## src/design/scl_pkg.sv

```systemverilog
// Shared types and constants for the span-calibrated scaler.
package scl_pkg;

  localparam int SAMPLE_W     = 32;
  localparam int CMD_W        = 3;
  localparam int SHIFT_W      = 5;
  localparam int CFG_IDX_W    = 1;
  localparam int OUT_BITS_DEF = 16;

  typedef enum logic [CMD_W-1:0] {
    CMD_CONVERT     = 3'd0,
    CMD_CAL_SAMPLE  = 3'd1,
    CMD_CAL_START   = 3'd2,
    CMD_CAL_FINISH  = 3'd3,
    CMD_LOAD_PRESET = 3'd4,
    CMD_ATTEN_SET   = 3'd5,
    CMD_ATTEN_CLEAR = 3'd6
  } cmd_t;

  typedef enum logic [CFG_IDX_W-1:0] {
    CFG_PRESET_MIN = 1'b0,
    CFG_PRESET_MAX = 1'b1
  } cfg_idx_t;

  typedef struct packed {
    logic [SAMPLE_W-1:0] low_mark;
    logic [SAMPLE_W-1:0] high_mark;
    logic [SAMPLE_W-1:0] range_width;
    logic [SHIFT_W-1:0]  atten_shift;
    logic                atten_on;
  } cal_state_t;

  typedef struct packed {
    logic [SAMPLE_W-1:0] preset_min;
    logic [SAMPLE_W-1:0] preset_max;
  } preset_t;

endpackage

```

## src/design/span_calibrated_u16_scaler.sv

```systemverilog
// Top level of the span-calibrated scaler: input register, datapath, state and result register.
//
// The block accepts one command per cycle unless the output stalls and returns exactly one
// result per command. A command is captured in the input register, passes the single-pass
// datapath (offset subtract, shift and clamp, or the leading-one search for set attenuation)
// and updates the calibration state in the same cycle that its result enters the output
// register. A stalled output holds its result while one more command waits in the input
// register. Preset registers are written through the cfg_ port, by the user (not enforced) while
// no command is in flight; the load-preset command copies them into the calibration state.
module span_calibrated_u16_scaler #(
  parameter int OUT_BITS = scl_pkg::OUT_BITS_DEF
) (
  input  logic                           clk,
  input  logic                           rst_n,
  input  logic                           in_tvalid,
  output logic                           in_tready,
  input  logic [scl_pkg::SAMPLE_W-1:0]   in_tdata,   // sample
  input  logic [scl_pkg::CMD_W-1:0]      in_tuser,   // command
  output logic                           out_tvalid,
  input  logic                           out_tready,
  // scaled_value, span_fits, shift_in_use, zero padding
  output logic [((OUT_BITS + scl_pkg::SHIFT_W + 1 + 7) / 8) * 8 - 1:0] out_tdata,
  input  logic                           cfg_wr_en,
  input  logic [scl_pkg::CFG_IDX_W-1:0]  cfg_addr,
  input  logic [scl_pkg::SAMPLE_W-1:0]   cfg_wdata
);
  import scl_pkg::*;

  localparam int RES_W   = OUT_BITS + SHIFT_W + 1;
  localparam int TDATA_W = ((RES_W + 7) / 8) * 8;
  localparam logic [SAMPLE_W-1:0] OUT_MAX = SAMPLE_W'((64'd1 << OUT_BITS) - 64'd1);

  logic                in_v_r;
  logic [CMD_W-1:0]    in_cmd_r;
  logic [SAMPLE_W-1:0] in_smp_r;
  logic                out_v_r;
  logic [RES_W-1:0]    out_res_r;
  cal_state_t          st_r;
  cal_state_t          st_nxt;
  preset_t             preset;
  logic [OUT_BITS-1:0] scaled_value;
  logic                span_fits;
  logic [SHIFT_W-1:0]  shift_in_use;
  logic                advance;

  assign advance   = in_v_r && (!out_v_r || out_tready);
  assign in_tready = !in_v_r || advance;

  scl_cfg_regs u_cfg (
    .clk       (clk),
    .rst_n     (rst_n),
    .cfg_wr_en (cfg_wr_en),
    .cfg_addr  (cfg_addr),
    .cfg_wdata (cfg_wdata),
    .preset    (preset)
  );

  scl_datapath #(
    .OUT_BITS (OUT_BITS)
  ) u_dp (
    .cmd          (in_cmd_r),
    .sample       (in_smp_r),
    .st           (st_r),
    .preset       (preset),
    .st_nxt       (st_nxt),
    .scaled_value (scaled_value),
    .span_fits    (span_fits),
    .shift_in_use (shift_in_use)
  );

  always_ff @(posedge clk) begin
    if (!rst_n) begin
      in_v_r <= 1'b0;
    end else if (in_tready) begin
      in_v_r <= in_tvalid;
    end
  end

  always_ff @(posedge clk) begin
    if (in_tready && in_tvalid) begin
      in_cmd_r <= in_tuser;
      in_smp_r <= in_tdata;
    end
  end

  always_ff @(posedge clk) begin
    if (!rst_n) begin
      st_r    <= '0;
      out_v_r <= 1'b0;
    end else begin
      if (advance) begin
        st_r    <= st_nxt;
        out_v_r <= 1'b1;
      end else if (out_tready) begin
        out_v_r <= 1'b0;
      end
    end
  end

  always_ff @(posedge clk) begin
    if (advance) begin
      out_res_r <= {shift_in_use, span_fits, scaled_value};
    end
  end

  assign out_tvalid = out_v_r;
  assign out_tdata  = TDATA_W'(out_res_r);

  // The calibration state only moves when a result is loaded, so a held result matches it.
  a_fits_matches_state: assert property (@(posedge clk) disable iff (!rst_n)
    out_v_r |-> (out_res_r[OUT_BITS] == (st_r.range_width <= OUT_MAX)))
    else $error("span_fits disagrees with the stored span");

  a_shift_needs_enable: assert property (@(posedge clk) disable iff (!rst_n)
    (out_v_r && (out_res_r[RES_W-1:OUT_BITS+1] != '0)) |-> st_r.atten_on)
    else $error("nonzero shift reported while attenuation is disabled");

  a_shift_range: assert property (@(posedge clk) disable iff (!rst_n)
    st_r.atten_shift <= SHIFT_W'(SAMPLE_W - OUT_BITS))
    else $error("attenuation shift out of range");

  a_cal_start: assert property (@(posedge clk) disable iff (!rst_n)
    (advance && (in_cmd_r == CMD_CAL_START)) |=>
      ((st_r.low_mark == '1) && (st_r.high_mark == '0)))
    else $error("start calibration did not reset the marks");

endmodule

```

## src/design/scl_cfg_regs.sv

```systemverilog
// Configuration registers holding the preset minimum and maximum.
module scl_cfg_regs (
  input  logic                          clk,
  input  logic                          rst_n,
  input  logic                          cfg_wr_en,
  input  logic [scl_pkg::CFG_IDX_W-1:0] cfg_addr,
  input  logic [scl_pkg::SAMPLE_W-1:0]  cfg_wdata,
  output scl_pkg::preset_t              preset
);
  import scl_pkg::*;

  preset_t preset_r;

  always_ff @(posedge clk) begin
    if (!rst_n) begin
      preset_r <= '0;
    end else if (cfg_wr_en) begin
      unique case (cfg_idx_t'(cfg_addr))
        CFG_PRESET_MIN: preset_r.preset_min <= cfg_wdata;
        CFG_PRESET_MAX: preset_r.preset_max <= cfg_wdata;
        default: ;
      endcase
    end
  end

  assign preset = preset_r;

endmodule

```

## src/design/scl_datapath.sv

```systemverilog
// Single-pass command datapath: next calibration state and the result fields.
module scl_datapath #(
  parameter int OUT_BITS = scl_pkg::OUT_BITS_DEF
) (
  input  logic [scl_pkg::CMD_W-1:0]    cmd,
  input  logic [scl_pkg::SAMPLE_W-1:0] sample,
  input  scl_pkg::cal_state_t          st,
  input  scl_pkg::preset_t             preset,
  output scl_pkg::cal_state_t          st_nxt,
  output logic [OUT_BITS-1:0]          scaled_value,
  output logic                         span_fits,
  output logic [scl_pkg::SHIFT_W-1:0]  shift_in_use
);
  import scl_pkg::*;

  localparam logic [SAMPLE_W-1:0] OUT_MAX = SAMPLE_W'((64'd1 << OUT_BITS) - 64'd1);
  localparam logic [5:0]          OUT_BITS_L = 6'(OUT_BITS);

  logic [SAMPLE_W-1:0] offset;
  logic [SAMPLE_W-1:0] shifted;
  logic [5:0]          bit_len;
  logic [SHIFT_W-1:0]  fit_shift;

  always_comb begin
    bit_len = '0;
    for (int i = 0; i < SAMPLE_W; i++) begin
      if (st.range_width[i]) begin
        bit_len = 6'(i + 1);
      end
    end
    fit_shift = (bit_len > OUT_BITS_L) ? SHIFT_W'(bit_len - OUT_BITS_L) : '0;
  end

  always_comb begin
    offset  = (sample > st.low_mark) ? (sample - st.low_mark) : '0;
    shifted = st.atten_on ? (offset >> st.atten_shift) : offset;
  end

  always_comb begin
    st_nxt       = st;
    scaled_value = '0;
    unique case (cmd_t'(cmd))
      CMD_CONVERT: begin
        scaled_value = (shifted > OUT_MAX) ? OUT_MAX[OUT_BITS-1:0] : shifted[OUT_BITS-1:0];
      end
      CMD_CAL_SAMPLE: begin
        if (sample > st.high_mark) begin
          st_nxt.high_mark = sample;
        end
        if (sample < st.low_mark) begin
          st_nxt.low_mark = sample;
        end
      end
      CMD_CAL_START: begin
        st_nxt.low_mark  = '1;
        st_nxt.high_mark = '0;
      end
      CMD_CAL_FINISH: begin
        st_nxt.range_width = st.high_mark - st.low_mark;
      end
      CMD_LOAD_PRESET: begin
        st_nxt.low_mark    = preset.preset_min;
        st_nxt.high_mark   = preset.preset_max;
        st_nxt.range_width = preset.preset_max - preset.preset_min;
      end
      CMD_ATTEN_SET: begin
        st_nxt.atten_shift = fit_shift;
        st_nxt.atten_on    = 1'b1;
      end
      CMD_ATTEN_CLEAR: begin
        st_nxt.atten_on = 1'b0;
      end
      default: ;
    endcase
  end

  assign span_fits    = (st_nxt.range_width <= OUT_MAX);
  assign shift_in_use = st_nxt.atten_on ? st_nxt.atten_shift : '0;

endmodule

```

## config.mk

```make
export PLATFORM = sky130hd
export DESIGN_NAME = span_calibrated_u16_scaler
export DESIGN_NICKNAME = d
export VERILOG_FILES = /design/src/design/scl_pkg.sv /design/src/design/span_calibrated_u16_scaler.sv /design/src/design/scl_cfg_regs.sv /design/src/design/scl_datapath.sv
export SDC_FILE = /design/constraint.sdc
export NUM_CORES = 1
export LEC_CHECK = 0
export BUFFER_PORTS_ARGS = -buffer_cell sky130_fd_sc_hd__buf_2
export CORE_ASPECT_RATIO = 1.2
export CORE_MARGIN = 3
export CORE_UTILIZATION = 45
export DETAILED_ROUTE_END_ITERATION = 8
export PLACE_DENSITY_LB_ADDON = 0.12
export SETUP_SLACK_MARGIN = 0.1
export SLEW_MARGIN = 20
export SYNTH_ARGS = -nofsm -noshare
export SYNTH_HDL_FRONTEND = slang
export SYNTH_HIERARCHICAL = 1
export SYNTH_SLANG_ARGS = --single-unit
```

## constraint.sdc

```tcl
create_clock -name clk -period 5.35 [get_ports clk]
set_input_delay 1.07 -clock clk [delete_from_list [all_inputs] [get_ports clk]]
set_output_delay 1.07 -clock clk [all_outputs]
set_load 0.05 [all_outputs]
```

After elaboration in Yosys (flattened, before gate mapping)
Index checks and enable logic that the tools add are counted.
- $add $sub $neg: 4
- magnitude comparators: 6
- equal/unequal tests: 8
- shifts and indexed selects: 1
- multiplexer cells: 44
- bitwise gates (word level): 1
- reduce and logical (&&, ||, !) cells: 13
- operator list (cell ; count):
    64-bit case mux with 3 select lines ; 1
    32-bit two-way mux ; 4
    32-bit subtractor ; 3
    5-bit two-way mux ; 18
    32-bit greater-than comparator ; 2
    32-bit case mux with 2 select lines ; 1
    32-bit by 16-bit greater-than comparator with 1-bit output, second input constant ; 1
    32-bit by 16-bit less-or-equal comparator with 1-bit output, second input constant ; 1
    32-bit less-than comparator ; 1
    4-bit two-way mux ; 8
    32-bit by 5-bit right shift with 32-bit output ; 1
    16-bit two-way mux ; 1
    3-bit two-way mux ; 4
    3-bit equality test, second input constant ; 3
    3-bit by 2-bit equality test with 1-bit output, second input constant ; 2
    6-bit by 5-bit greater-than comparator with 1-bit output, second input constant ; 1
    6-bit two-way mux ; 1
    3-bit AND reduction ; 2
    5-bit subtractor, second input constant ; 1
    2-bit two-way mux ; 2
    2-bit by 1-bit inequality test with 1-bit output, second input constant ; 2
    2-bit AND reduction ; 2
    3-bit by 1-bit equality test with 1-bit output, second input constant ; 1
    3-bit zero test ; 1
    8 further kinds ; 13
- register bits: 225
- bits of input ports: 73
- word-level logic and storage cells: 91

Depth between registers and ports, before layout
- depth after elaboration: 35
- depth in mapped cells: 19
- gate-level depth less buffers: 18

Hierarchy
Netlist, hierarchy kept.
- modules (own cells, without submodules) (module ; times used ; cells an instance ; area each (um^2) ; seq. area each (um^2)):
    scl_datapath ; 1 ; 1675 ; 10960.5 ; 0.0
    span_calibrated_u16_scaler ; 1 ; 512 ; 5904.4 ; 3793.6
    scl_cfg_regs ; 1 ; 245 ; 2438.6 ; 1281.2

Worst setup path before layout
Ideal clock, no wire load.
- path kind: register -> register
- start: register in_smp_r[0]
- end: register out_res_r[9] (data pin)
- library setup time: 267 ps
- data arrival time: 3825 ps
- required time: 5083 ps
- setup slack: 1258 ps
- cell stages (with the launch flop): 19
- period minus slack after synthesis: 4092 ps
- cell sequence: edfxtp_1 -> inv_1 -> ha_1 -> inv_1 -> fa_1 -> a211oi_1 -> o21bai_1 -> o21ai_1 -> o22ai_1 -> o31ai_1 -> buf_4 -> a211oi_1 -> nor3_2 -> nand3_1 -> a31o_2 -> a2111oi_0 -> a211o_2 -> buf_2 -> o21ai_0
- cells in the longest elaborated chain, start to end: 6
- ends and longest elaborated chain (item ; line ; source):
    start: declaration ; span_calibrated_u16_scaler.sv:35 ; logic [SAMPLE_W-1:0] in_smp_r;
    start signal: assignment ; span_calibrated_u16_scaler.sv:82 ; in_smp_r <= in_tdata;
    32-bit subtractor / 32-bit greater-than comparator (equally long branches) ; scl_datapath.sv:35 ; offset = (sample > st.low_mark) ? (sample - st.low_mark) : '0;
    32-bit two-way mux * ; scl_datapath.sv:35 ;
    32-bit by 5-bit right shift with 32-bit output ; scl_datapath.sv:36 ; shifted = st.atten_on ? (offset >> st.atten_shift) : offset;
    32-bit two-way mux * ; scl_datapath.sv:36 ;
    32-bit by 16-bit greater-than comparator with 1-bit output ; scl_datapath.sv:44 ; scaled_value = (shifted > OUT_MAX) ? OUT_MAX[OUT_BITS-1:0] : shifted[OUT_BITS-1:0];
    16-bit two-way mux * ; scl_datapath.sv:44 ;
    end signal: assignment ; span_calibrated_u16_scaler.sv:102 ; out_res_r <= {shift_in_use, span_fits, scaled_value};
    end: declaration ; span_calibrated_u16_scaler.sv:37 ; logic [RES_W-1:0] out_res_r;
Every way passes the cells marked *; elsewhere a longest branch is shown, timed or not.
A chain may end at the register's enable or synchronous reset.

Final worst setup path
- start: register in_smp_r[0]
- end: register out_res_r[6] (data pin)
Same word-level chain as after synthesis.

==> results.ini <==
[sta]
timing.hold.ws_ns = 0.473
finalSetupViolations = 0
worstMarginPinSlew_ns = 1.13
max_slew_margin = 0.250
fmax_mhz = 204
hold_viol_final = 0
finalWorstSetupSlack_ns = 0.444
rsz0062_at_grt = no
clock-skew-final_ns = 0.0295
tns_ns = 0
slew_violations = 0
period_needed_ns = 4.91
post-route-period-util = 0.917

[route]
drt_first_pass_iters = 6
wirelength_met1_um = 30100
dr_wl_met2_um = 30900
met3_length_um = 4430
drc = 0
ant_nets = 0
top_layer_used = met4
wl_per_cell_um = 22.4
routed_wl_um = 67800
dr_total_vias = 18800
vias_per_cell = 6.23
drt-initial-drc-count = 1654

[grt]
grt_pass1_wl_um = 105000
grt_use_total = 0.289
grt_antenna_before_repair = 0
grt_overflow = 0
grt_start_max_net_pins = 127
grt_pass1_vias = 18000

[synth]
synth_top_cell_by_area = dfxtp_1
ys_warn_count = 6
ys_seq_elements = 225
ys.flop_type = dfxtp_1
async_reset_ff_frac = 0
synth.top_cell.area_share = 0.174
synth_area_per_cell_um2 = 7.94
ys_seq_area_frac = 0.263
ys_types = 99
synthCells = 2432
synth_edf_count = 57
synth.most_common_cell = nand2_1
synthTopCellsByArea = dfxtp_1 17%, mux2i_1 9.6%, edfxtp_1 8.9%
synth_commonest_cells = 397 x nand2_1, 186 x mux2i_1, 168 x dfxtp_1, 168 x nor2_1, 139 x a21oi_1
syn_area_um2 = 19300

[setup_path]
critPathArrivalTime_ns = 5.17
crit_chain = inv_1 > ha_1 > inv_1 > fa_1 > a211oi_1 > o21bai_1 > o211ai_1 > a211o_1 > and3_1 > nor4_1 > o311ai_1 > nand2_1 > a211o_1 > a2111oi_0 > a211o_2 > o21ai_0
cpMaxStageDelayCell = o311ai_1
cp.required_ns = 5.62
startpoint_type = flop
cpPeakStageDelay_ns = 0.56
critPathMaxFanout = 16
r2r_start = in_smp_r[0]$_DFFE_PP_
critical_path_class = flop to flop
startpoint = in_smp_r[0]$_DFFE_PP_
end_kind = flop

[power]
power_mw = 5.70
cellLeakagePower_nw = 8.33
peakVddDrop_mv = 0.208
powerDensity_nw_per_um2 = 272

[layout]
num_antenna_cells = 0
finalNonFillerCells = 3021
area_delta_synth_final_pct = 8.57
num-fill-cells = 4146
nets = 2659
drive_above_1_share = 0.0986

[placed_design]
pre_cts_ws_ns = 0.461
dp.cells = 2976
dp_hpwl_um = 50700
port_buffers = 96
place.gp.congestion = 0.928

[clocking]
hold_buffers = 0
cts_tree = built
post-cts-setup-buffer-count = 0
cts_buffers = 25
clock-sinks = 225
htreeDepth = 1
worstSkewPairLatency_ns = 0.56
clk_path_buf_depth = 3
clockRootBuffer = clkbuf_16
clkTransAtPathRegs_ns = 0.06

[floorplanning]
dieWidth_um = 195
core_area_um2 = 42100
start_util = 0.459
num_rows = 82
die_h_um = 233
ios = 99
dieArea_um2 = 45400

[worst_hold_path]
min_path_type = flop to flop
min_from = st_r[99]$_SDFFE_PN0P_

[flow_run]
maxCapViolations = 0

[run_status]
status = complete, no violations

[placed cells by master (no fill, tap or decap), types with 19 or more instances in the layout]
| cell | instances |
|---|---|
| buf_2 | 95 |
| edfxtp_1 | 57 |
| a21o_1 | 81 |
| nand3_1 | 30 |
| o22ai_1 | 48 |
| dfxtp_1 | 168 |
| nand2_1 | 397 |
| xor2_1 | 26 |
| nor3_1 | 85 |
| o21ai_0 | 115 |
| and2_1 | 21 |
| mux2i_1 | 186 |
| ha_1 | 126 |
| nor2_1 | 167 |
| a22o_1 | 38 |
| nand4_1 | 23 |
| xnor2_1 | 37 |
| a22oi_1 | 22 |
| a211oi_1 | 28 |
| clkbuf_16 | 27 |
| inv_1 | 135 |
| buf_4 | 44 |
| a21oi_1 | 139 |
| o211ai_1 | 19 |
[final timing paths]
check,to,depth (start not counted),slack [ns]
worst min register to register,st_r[99]$_SDFFE_PN0P_,2,0.47
worst max-delay path,out_res_r[6]$_DFFE_PP_,16,0.44
worst min-delay path,st_r[99]$_SDFFE_PN0P_,2,0.47
worst max register to register,out_res_r[6]$_DFFE_PP_,16,0.44
[registers in the layout, indices dropped and copies added, names as in the netlist]
| signal | cells |
|---|---|
| in_v_r | 1 |
| in_smp_r | 32 |
| u_cfg/preset | 64 |
| out_res_r | 22 |
| st_r | 102 |
| out_tvalid | 1 |
| in_cmd_r | 3 |
[per-stage QoR]
| stage | utilization | instance area [µm²] |
|---|---|---|
| floorplan | - | 19300 |
| global placement | 0.477 | 20100 |
| detailed placement | 0.477 | 20100 |
| CTS | 0.498 | 21000 |
| global route | 0.498 | 21000 |
| finish | 0.498 | 21000 |
[report_power, final]
group,switching [mW],internal [mW]
combinational,1.17,0.721
clock,0.772,1.12
sequential,0.0920,1.82
[worst max-delay path: cells and delay by family, from the launching register on]
kind | cells | cell delay [ns]
compound gates | 9 | 2.92
simple gates | 3 | 0.49
buf+inv | 2 | 0.18
fa+ha+maj | 2 | 0.59
flops | 1 | 0.43
[metal layers]
metal | GRT usage | vias up
li1 | - | 8917
met5 | 0 | -
met1 | 0.398 | 8997
met2 | 0.474 | 760
met4 | 0.0940 | 0
met3 | 0.0316 | 148
[final cells by class]
class                           instances  area (µm²)  area share
Timing Repair Buffer                  142         861      0.0411
Inverter                              136         510      0.0244
Multi-Input combinational cell       1927       12900       0.618
Sequential cell                       225        5070       0.242
Clock buffer                           30         697      0.0333
Tap cell                              546         683      0.0326
Clock inverter                         15         185     0.00884
[timing repair]
action / 4_1_cts / 5_1_grt
hold endpoints to repair: 0 / 0
endpoints found under the setup margin: 0 / 16
resized for setup: 0 / 1
[logic make-up after synthesis]
| kind of cell | count (synthesis) | synth area share |
|---|---|---|
| mux | 202 | 0.113 |
| simple gates | 847 | 0.198 |
| buf+inv | 281 | 0.0693 |
| compound gates | 684 | 0.243 |
| fa+ha+maj | 129 | 0.0848 |
| other cells | 1 | 0.000194 |
| flops | 225 | 0.263 |
| xor+xnor | 63 | 0.0286 |
(Power assumes the default switching activity.)
